==> src/keyed_running_stats_table_core_defines.svh <==
// Assertion macros for the keyed running stats table core
`ifndef KEYED_RUNNING_STATS_TABLE_CORE_DEFINES_SVH
`define KEYED_RUNNING_STATS_TABLE_CORE_DEFINES_SVH
`ifndef SYNTHESIS
`define KRS_ASSERT_IMPL(label, clk, rst_n, prop) \
	label: assert property (@(posedge clk) disable iff (!rst_n) prop) \
		else $error("assertion failed");
`define KRS_ASSERT_NEXT(label, clk, rst_n, a, b) \
	label: assert property (@(posedge clk) disable iff (!rst_n) (a) |=> (b)) \
		else $error("assertion failed");
`else
`define KRS_ASSERT_IMPL(label, clk, rst_n, prop)
`define KRS_ASSERT_NEXT(label, clk, rst_n, a, b)
`endif
`endif

==> src/krst_pkg.sv <==
// ----------------------------------------------------------------------------
// krst_pkg
// Types and codes shared by the keyed running stats table core.
// ----------------------------------------------------------------------------
package krst_pkg;
	localparam logic [1:0] ACT_UPDATE = 2'd0;
	localparam logic [1:0] ACT_CLEAR  = 2'd1;
	localparam logic [1:0] ACT_READ   = 2'd2;

	localparam logic [2:0] ST_UPDATED  = 3'd0;
	localparam logic [2:0] ST_INSERTED = 3'd1;
	localparam logic [2:0] ST_FULL     = 3'd2;
	localparam logic [2:0] ST_CLEARED  = 3'd3;
	localparam logic [2:0] ST_RD_VALID = 3'd4;
	localparam logic [2:0] ST_RD_EMPTY = 3'd5;

	typedef enum logic [2:0] {
		S_IDLE, S_SEARCH, S_DIV, S_OUT
	} state_t;

	// controller to datapath
	typedef struct packed {
		logic load;      // capture input word, reset search pointer
		logic step;      // test current slot, advance pointer
		logic div_start; // start mean division of result slot
		logic div_step;  // one quotient bit
		logic clear;     // empty table
	} cmd_t;

	// datapath to controller
	typedef struct packed {
		logic hit;       // current slot matches or is free
		logic last;      // current slot is final slot to search
		logic none;      // no slot to search at all
		logic div_done;  // quotient complete
	} stat_t;
endpackage

==> src/krst_ctrl.sv <==
// ----------------------------------------------------------------------------
// krst_ctrl
// Sequencer: accept word, search slots, divide for mean, present result.
// ----------------------------------------------------------------------------
`include "keyed_running_stats_table_core_defines.svh"
module krst_ctrl (
	input  logic             clk,
	input  logic             arst_n,
	input  logic             in_valid,
	output logic             in_ready,
	input  logic [1:0]       in_action,
	output logic             out_valid,
	input  logic             out_ready,
	output krst_pkg::cmd_t   cmd,
	input  krst_pkg::stat_t  stat
);
	krst_pkg::state_t state_q, state_d;
	logic             is_upd_q, is_upd_d;

	// state register
	always_ff @(posedge clk or negedge arst_n) begin
		if (!arst_n) begin
			state_q  <= krst_pkg::S_IDLE;
			is_upd_q <= 1'b0;
		end else begin
			state_q  <= state_d;
			is_upd_q <= is_upd_d;
		end
	end

	// next state and commands
	always_comb begin
		state_d   = state_q;
		is_upd_d  = is_upd_q;
		cmd       = '0;
		in_ready  = 1'b0;
		out_valid = 1'b0;
		case (state_q)
			krst_pkg::S_IDLE: begin
				in_ready = 1'b1;
				if (in_valid) begin
					cmd.load = 1'b1;
					is_upd_d = 1'b0;
					case (in_action)
						krst_pkg::ACT_UPDATE: state_d = krst_pkg::S_SEARCH;
						krst_pkg::ACT_CLEAR: begin
							cmd.clear = 1'b1;
							state_d   = krst_pkg::S_OUT;
						end
						krst_pkg::ACT_READ: begin
							is_upd_d = 1'b1;
							state_d  = krst_pkg::S_DIV;
						end
						default: state_d = krst_pkg::S_IDLE;
					endcase
				end
			end
			krst_pkg::S_SEARCH: begin
				if (stat.none) begin
					state_d = krst_pkg::S_OUT;
				end else begin
					cmd.step = 1'b1;
					if (stat.hit) begin
						is_upd_d = 1'b1;
						state_d  = krst_pkg::S_DIV;
					end else if (stat.last) begin
						state_d = krst_pkg::S_OUT;
					end
				end
			end
			krst_pkg::S_DIV: begin
				if (is_upd_q) begin
					cmd.div_start = 1'b1;
					is_upd_d = 1'b0;
				end else begin
					cmd.div_step = 1'b1;
					if (stat.div_done) state_d = krst_pkg::S_OUT;
				end
			end
			krst_pkg::S_OUT: begin
				out_valid = 1'b1;
				if (out_ready) state_d = krst_pkg::S_IDLE;
			end
			default: state_d = krst_pkg::S_IDLE;
		endcase
	end

	`KRS_ASSERT_IMPL(a_hs_excl, clk, arst_n, !(in_ready && out_valid))
	`KRS_ASSERT_NEXT(a_out_done, clk, arst_n, out_valid && out_ready,
		state_q == krst_pkg::S_IDLE)
	`KRS_ASSERT_NEXT(a_clear_out, clk, arst_n, cmd.clear, out_valid)
endmodule

==> config.mk <==
export PLATFORM = sky130hd
export DESIGN_NAME = krst_ctrl
export DESIGN_NICKNAME = d
export VERILOG_FILES = /design/src/krst_pkg.sv /design/src/krst_ctrl.sv
export VERILOG_INCLUDE_DIRS = /design/src /design/src/src
export SDC_FILE = /design/constraint.sdc
export NUM_CORES = 1
export LEC_CHECK = 0
export BUFFER_PORTS_ARGS = -buffer_cell sky130_fd_sc_hd__buf_2
export CAP_MARGIN = 20
export CORE_AREA = 2 2 39 41
export CTS_BUF_LIST = sky130_fd_sc_hd__clkbuf_4 sky130_fd_sc_hd__clkbuf_8
export DETAILED_ROUTE_END_ITERATION = 10
export DIE_AREA = 0 0 41 43
export REMOVE_ABC_BUFFERS = 1
export SLEW_MARGIN = 20
export SYNTH_ARGS = -nofsm -noshare
export SYNTH_HDL_FRONTEND = slang
export SYNTH_SLANG_ARGS = --single-unit
==> constraint.sdc <==
create_clock -name clk -period 2.7 [get_ports clk]
set_clock_uncertainty 0.2 [all_clocks]
set_input_delay 0.54 -clock clk [delete_from_list [all_inputs] [get_ports clk]]
set_output_delay 0.54 -clock clk [all_outputs]
set_load 0.005 [all_outputs]
; After elaboration in Yosys (flattened, before gate mapping)
; Cells that the tools add are included.
; Widths: inputs -> output; s select.
[word_totals]
reg_bits = 4
inputBits = 10
output_inout_bits = 7
elab_cells = 45
[op_classes]
eq_ne = 12
mux = 26
n_reduce_logical = 5
[op_table]
columns = cell, count
row1 = $mux 3, 7
row2 = $mux 1, 15
row3 = $ne 2x2->1 const B, 6
row4 = $pmux 3 s4, 1
row5 = $eq 3x2->1 const B, 2
row6 = $pmux 2 s3, 1
row7 = $reduce_and 5->1, 1
row8 = $ne 4x4->1 const B, 1
row9 = $reduce_and 4->1, 1
row10 = $eq 3x1->1 const B, 1
row11 = $logic_not 3->1, 1
row12 = $pmux 1 s3, 1
row13 = $reduce_bool 3->1, 1
row14 = $eq 2x1->1 const B, 1
row15 = $eq 2x2->1 const B, 1
row16 = $logic_not 2->1, 1
row17 = $mux 2, 1

; Depth between registers and ports, before layout
; Gate-level depths: netlist of run 1.
[logic_depth]
depth_word = 4
ltp_mapped = 6
mapped_depth_nobuf = 6

; Worst setup path after synthesis of run 1
; Ideal clock, no wire load.
[synth_path]
path_kind = reg-to-reg
start = register state_q[1]
end = register state_q[0]
setup_ns = 0.125
t_arrival_ns = 1.578
t_required_ns = 2.375
path_slack_ns = 0.797
stages_incl_launch_ff = 7
path_buffers = 0
synth_period_minus_slack_ns = 1.903
path_cell_list = dfrtp_1 > inv_1 > ha_1 > nor2b_4 > nor3b_4 > a2111oi_4 > mux2_4
[synth_between]
elab_chain_cells = 3
elab_cells_between_ends = 11
cone_classes = eq/ne (8) / mux (1) / reduce/logical (2)
[synth_rtl]
columns = item, line
row1 = start: declaration, krst_ctrl.sv:17  ; krst_pkg::state_t state_q, state_d;
row2 = start signal: assignment, krst_ctrl.sv:23  ; state_q <= krst_pkg::S_IDLE;
row3 = start signal: assignment, krst_ctrl.sv:26  ; state_q <= state_d;
row4 = "$eq 3x1->1, or another cell as far along", krst_ctrl.sv:38  ; case (state_q)
row5 = $ne 4x4->1 (no line) / $ne 2x2->1 (equally long branches), n/a
row6 = $reduce_and 5->1 (no line), n/a
; Several ways; a longest one is shown, not always the timed one.
; A chain may end at the register's enable or synchronous reset.

==> reports/qor.yml, run 1 <==
grt:
  grt_util_all_layers_pct: 11.9
  grt_pass1_vias: 325
  grt_max_degree: 8
  grt_pass1_wl_um: 1350
  antenna_found_initial: 0
  overflow: 0
worst_hold_path:
  hp-class: "register to register"
synthesis:
  ys.flop_type: "dfrtp_1"
  mappedNetlistArea_um2: 380
  synth.avg_cell_area_um2: 10.0
  synth_top_area_share_pct: 26.3
  synth_xor_area_share_pct: 0
  yosys.area_share.simple_pct: 19.7
  synth_area_leaders: "ha_1 (26%), dfrtp_1 (20%), mux2_4 (7.9%)"
  synthAdderAreaFrac_pct: 26.3
  synthMuxAreaShare_pct: 10.5
  synth_top_family_by_area: "adder cells"
  async_flop_share_pct: 100
  synth_commonest_cells: "ha_1 (8), inv_1 (7), dfrtp_1 (3), nor2_1 (3)"
  synth_edf_count: 0
  synth_warnings: 0
  ys_ff_latch: 3
  synth_top_area_cell: "ha_1"
  synth-compound-area-share_pct: 16.8
  ys_types: 19
  synthCells: 38
  yosysMostFrequentCell: "ha_1"
  seq_area_frac_synth_pct: 19.7
setup_path:
  worstPathCellList: "inv_1 -> ha_1 -> and3_1 -> buf_2"
  critPathSlowestCell: "dfrtp_1"
  cp-start-kind: "register"
  path_buf_inv: 2
  ff2ff_setup_slack_ns: 0.67
  crit_fanout: 7
  path_delay_family: "flip-flops"
  required_ns: 1.96
  critPathArrivalTime_ns: 1.40
  critical_path_class: "register to primary output"
  cp-end-kind: "primary output"
  cpPeakStageDelay_ns: 0.42
placed_design:
  portBuffers: 16
  placedInstanceArea_um2: 480
  routabilityCongestion: 0.801
  placedCellCount: 70
  place_hpwl_um: 654
timing:
  final_max_slew_viol_count: 0
  worst_pin_slew_ns: 0.337
  rsz0062_at_grt: "no"
  finalHoldViolations: 0
  fin_crit_ns: 2.14
  fmax_mhz: 468
  slew_headroom_pct: 77.5
  setup_violations: 0
  period_share_pct: 79.1
  fin_setup_tns_ns: 0
layout:
  area.sequential_um2: 75.1
  antenna-diode-count: 0
  area.growth.synth_to_final_pct: 36.8
  n_fill_cell: 142
  multi_input_area_um2: 279
  finalInstanceArea_um2: 520
  finalNonFillerCells: 75
  fin_nets: 78
  fin_util_pct: 37.6
  layout-drive-gt1-share_pct: 44.1
detailed_routing:
  wl_per_cell_um: 10.6
  top_layer_used: "met4"
  dr_wl_met2_um: 369
  drtIter0Drc: 5
  wl_met3_um: 50
  viasPerCell: 4.43
  met1Wirelength_um: 332
  postRouteAntennaNets: 0
  finalWirelength_um: 795
  vias: 332
  route.detailed.drc: 0
  drtPass1Iterations: 4
power_and_ir_drop:
  p_per_area_mw_per_mm2: 1050
  p_leak_nw: 0.292
  irDropWorstVdd_mv: 0.484
  power_mw: 0.547
cts:
  htree_levels: 1
  ctsLongestPathBuffers: 2
  path_clk_slew_ns: 0.04
  cts_tree: "done"
  clk_latency_ns: 0.24
  root_buffer: "clkbuf_4"
  numCtsBuffers: 3
  cts.sinks: 3
floorplanning:
  dieArea_mm2: 0.00176
  coreArea_mm2: 0.00138
  start_util_pct: 27.5
  die_w_um: 41
  io_pins: 17
  die_y_um: 43
  placementRows: 14
run:
  max_cap_viol_count: 0
run_status:
  status: "completed"
-- worst paths after layout --
path / start / to / cells past startpoint
worst max-delay path: state_q[0] / cmd[0] / 4
worst min-delay path: is_upd_q / is_upd_q / 2
worst max register to register: state_q[1] / state_q[0] / 6
worst min register to register: is_upd_q / is_upd_q / 2
max in group asynchronous: arst_n / state_q[0] / 2
min in group asynchronous: arst_n / is_upd_q / 2
-- worst reg2reg max path: stages, from the launching register on --
cell       delay (ns)
dfrtp_1          0.42
inv_1            0.09
ha_1             0.23
nor2b_4          0.14
nor3b_4          0.15
a2111oi_4        0.34
mux2_4           0.33
-- power breakdown --
part           internal [mW]  switching (mW)  total [mW]
clock network         0.0658          0.0295      0.0953
logic                  0.192           0.161       0.353
registers             0.0711          0.0280      0.0991
total                  0.329           0.218       0.547
-- registers in the layout (all words and copies together) (netlist names) --
register	flops
state_q	2
is_upd_q	1
-- layer usage --
layer | track usage [%] | vias to the layer above
met5 | 0 | -
met4 | 10.0 | 0
met3 | 3.14 | 4
met2 | 17.5 | 16
met1 | 13.3 | 140
li1 | - | 172
-- cell families after synthesis --
kind of cell | after synthesis
AND/OR/NAND/NOR | 10
multiplexers | 3
AO/OA/AOI/OAI | 7
flip-flops | 3
buffers and inverters | 7
adder cells (fa/ha/maj) | 8
-- through the flow --
stage,hold WS (ns),worst slack [ns]
3_3_place_gp,0.137,0.728
6_report,0.390,0.564
3_5_place_dp,0.136,0.704
5_1_grt,0.414,0.461
4_1_cts,0.400,0.546
2_1_floorplan,0.0444,0.797
-- placed cells by master, fill, tap and decap left out, types with 2 or more instances in the layout --
master	n
ha_1	8
buf_2	16
clkbuf_4	4
dfrtp_1	3
inv_1	7
a21oi_1	2
nor2_1	3
mux2_4	2
-- timing repair --
item	CTS	global route
endpoints found under the hold margin	3	0
setup buffers	0	0
resized for setup	0	0
hold buffers	1	0
-- area by class of cell --
type	instances	area share (%)
clock buffers	4	5.77
inverters	7	5.05
multi-input cells	28	53.6
flip-flops and latches	3	14.4
well taps	16	3.85
repair buffers	17	17.3
Power figures use the tool's default switching activity.
==> inputs of run 2 (changes only) <==
==> constraint.sdc (replaced) <==
create_clock -name clk -period 1.8 [get_ports clk]
set_clock_uncertainty 0.2 [all_clocks]
set_input_delay 0.36 -clock clk [delete_from_list [all_inputs] [get_ports clk]]
set_output_delay 0.36 -clock clk [all_outputs]
set_load 0.005 [all_outputs]
==> run 2 against run 1 <==
The run now ends with setup timing left. Clock-buffer cell count stayed put. Critical path depth grew 1. First-iteration DRC count fell by 100%. Hold slack worse by 0.14 ns. Sequential share of layout area shrank 3.4 points. Flip-flop and latch count did not move. Die area stayed put. Via count is 8.1% higher. Routed wire length increased by 9.3%. Non-clock buffer count rose by 10. Sequential power rose by 59%. Critical endpoint is now state_q[0]. Highest routed layer is now met3.
==> reports/qor.yml, run 2 (synthesis results as in run 1) <==
grt:
  grt_pass1_vias: 378
  grt_pass1_wl_um: 1420
  grt_util_all_layers_pct: 11.9
  overflow: 0
  grt_max_degree: 5
  antenna_found_initial: 0
power_and_ir_drop:
  p_per_area_mw_per_mm2: 1680
  p_leak_nw: 0.348
  irDropWorstVdd_mv: 0.747
setup_path:
  reg2reg_from: "state_q[0]"
  crit_start: "state_q[0]"
  cp-end-kind: "register"
  critical_path_class: "register to register"
  path_buf_inv: 0
  worstPathCellList: "ha_4 -> nor2b_4 -> nor3b_4 -> a2111oi_4 -> mux2_4"
  cpPeakStageDelay_ns: 0.45
  path_delay_family: "flip-flops"
  ff2ff_path_depth: 5
  crit_fanout: 3
  cp-start-kind: "register"
  critPathArrivalTime_ns: 1.80
  required_ns: 1.71
  ff2ff_setup_slack_ns: -0.09
  reg2reg_to: "state_q[0]"
  critPathSlowestCell: "dfrtp_2"
  crit_path_end: "state_q[0]"
  worstSetupPathDepth: 5
detailed_routing:
  postRouteAntennaNets: 0
  vias: 359
  viasPerCell: 4.22
  drtIter0Drc: 0
  route.detailed.drc: 0
  finalWirelength_um: 869
  drtPass1Iterations: 1
  wl_per_cell_um: 10.2
placed_design:
  routabilityCongestion: 0.745
  portBuffers: 16
  placedCellCount: 78
  place_hpwl_um: 674
layout:
  area.growth.synth_to_final_pct: 82.2
  regMostFlops: "state_q"
  layout_common_cells: "buf_2 (13), buf_6 (8), inv_1 (5), buf_4 (5)"
  finalNonFillerCells: 85
  reg.largest.list: "state_q (2), is_upd_q (1)"
  fin_util_pct: 50.1
  fin_nets: 88
  n_fill_cell: 132
  final_common_cell: "buf_2"
  layout-drive-gt1-share_pct: 68.1
  largest_reg_flops: 2
  antenna-diode-count: 0
cts:
  cts.sinks: 3
  htree_levels: 1
  ctsLongestPathBuffers: 2
  path_clk_slew_ns: 0.04
  clk_latency_ns: 0.23
  root_buffer: "clkbuf_4"
  numCtsBuffers: 3
  cts_tree: "done"
timing:
  finalHoldViolations: 0
  setup_violations: 5
  fin_setup_tns_ns: -0.368
  period_share_pct: 105
  fin_crit_ns: 1.89
  setup_ws_ns: -0.0887
  slew_headroom_pct: 77.3
  rsz0062_at_grt: "yes"
  fmax_mhz: 529
  worst_pin_slew_ns: 0.341
  hold_ws_ns: 0.245
  final_max_slew_viol_count: 0
floorplanning:
  dieArea_mm2: 0.00176
  coreArea_mm2: 0.00138
  die_w_um: 41
  io_pins: 17
  die_y_um: 43
  start_util_pct: 27.5
  placementRows: 14
worst_hold_path:
  hp-class: "primary input to asynchronous set/reset pin"
run_status:
  violations: "setup timing"
  status: "finished with violations"
run:
  max_cap_viol_count: 0
-- run 2: cell count changes in the layout (fill, tap and decap cells not counted), sizes merged --
| cell | previous run | this run |
|---|---|---|
| buf | 16 | 26 |
-- run 2: what timing repair did --
item | in CTS | in global routing
resized for setup | 8 | 15
endpoints found under the setup margin | 7 | 8
pin swaps | 1 | 0
hold buffers | 1 | 0
buffers inserted | 2 | 0
endpoints found under the hold margin | 3 | 0
-- run 2: metal layers --
layer / GRT usage [%] / share of wire, % / vias to the layer above
met3: 3.14 / 6.1 / 0
met1: 14.6 / 40 / 157
met4: 6.00 / 0 / 0
li1: - / - / 190
met2: 18.1 / 53 / 12
met5: 0 / 0 / -
-- run 2: worst register-to-register path, cell delays in order, from the launching register on --
cell and delay (ns):
dfrtp_2 0.45, ha_4 0.18, nor2b_4 0.12, nor3b_4 0.15, a2111oi_4 0.34, mux2_4 0.33
-- run 2: final cells by class --
type	instances	area (um^2)	share of cell area, %
multi-input cells	28	335	48.4
repair buffers	27	203	29.2
flip-flops and latches	3	76.3	11.0
clock buffers	4	30.0	4.33
inverters	7	28.8	4.15
well taps	16	20.0	2.89
-- run 2: worst min path at each step --
| stage | endpoint | slack (ns) | cells past startpoint |
|---|---|---|---|
| 2_1_floorplan | is_upd_q | -0.14 | 0 |
| 3_3_place_gp | is_upd_q | -0.04 | 1 |
| 3_5_place_dp | is_upd_q | -0.04 | 1 |
| 4_1_cts | is_upd_q | 0.24 | 2 |
| 5_1_grt | is_upd_q | 0.26 | 2 |
| 6_report | state_q[1] | 0.25 | 2 |
-- run 2: power breakdown --
| part | switching (mW) | internal [mW] |
|---|---|---|
| combinational | 0.337 | 0.537 |
| sequential | 0.0492 | 0.109 |
| clock | 0.0346 | 0.0980 |
-- run 2: metrics by stage --
stage / total power, mW / cell area, um^2 / worst slack, ns
finish: 1.17 / 693 / -0.0887
global route: 1.26 / 693 / -0.133
CTS: 1.06 / 622 / -0.0804
detailed placement: 0.809 / 541 / -0.0795
global placement: 0.802 / 541 / -0.0771
floorplan: 0.546 / 380 / -0.103
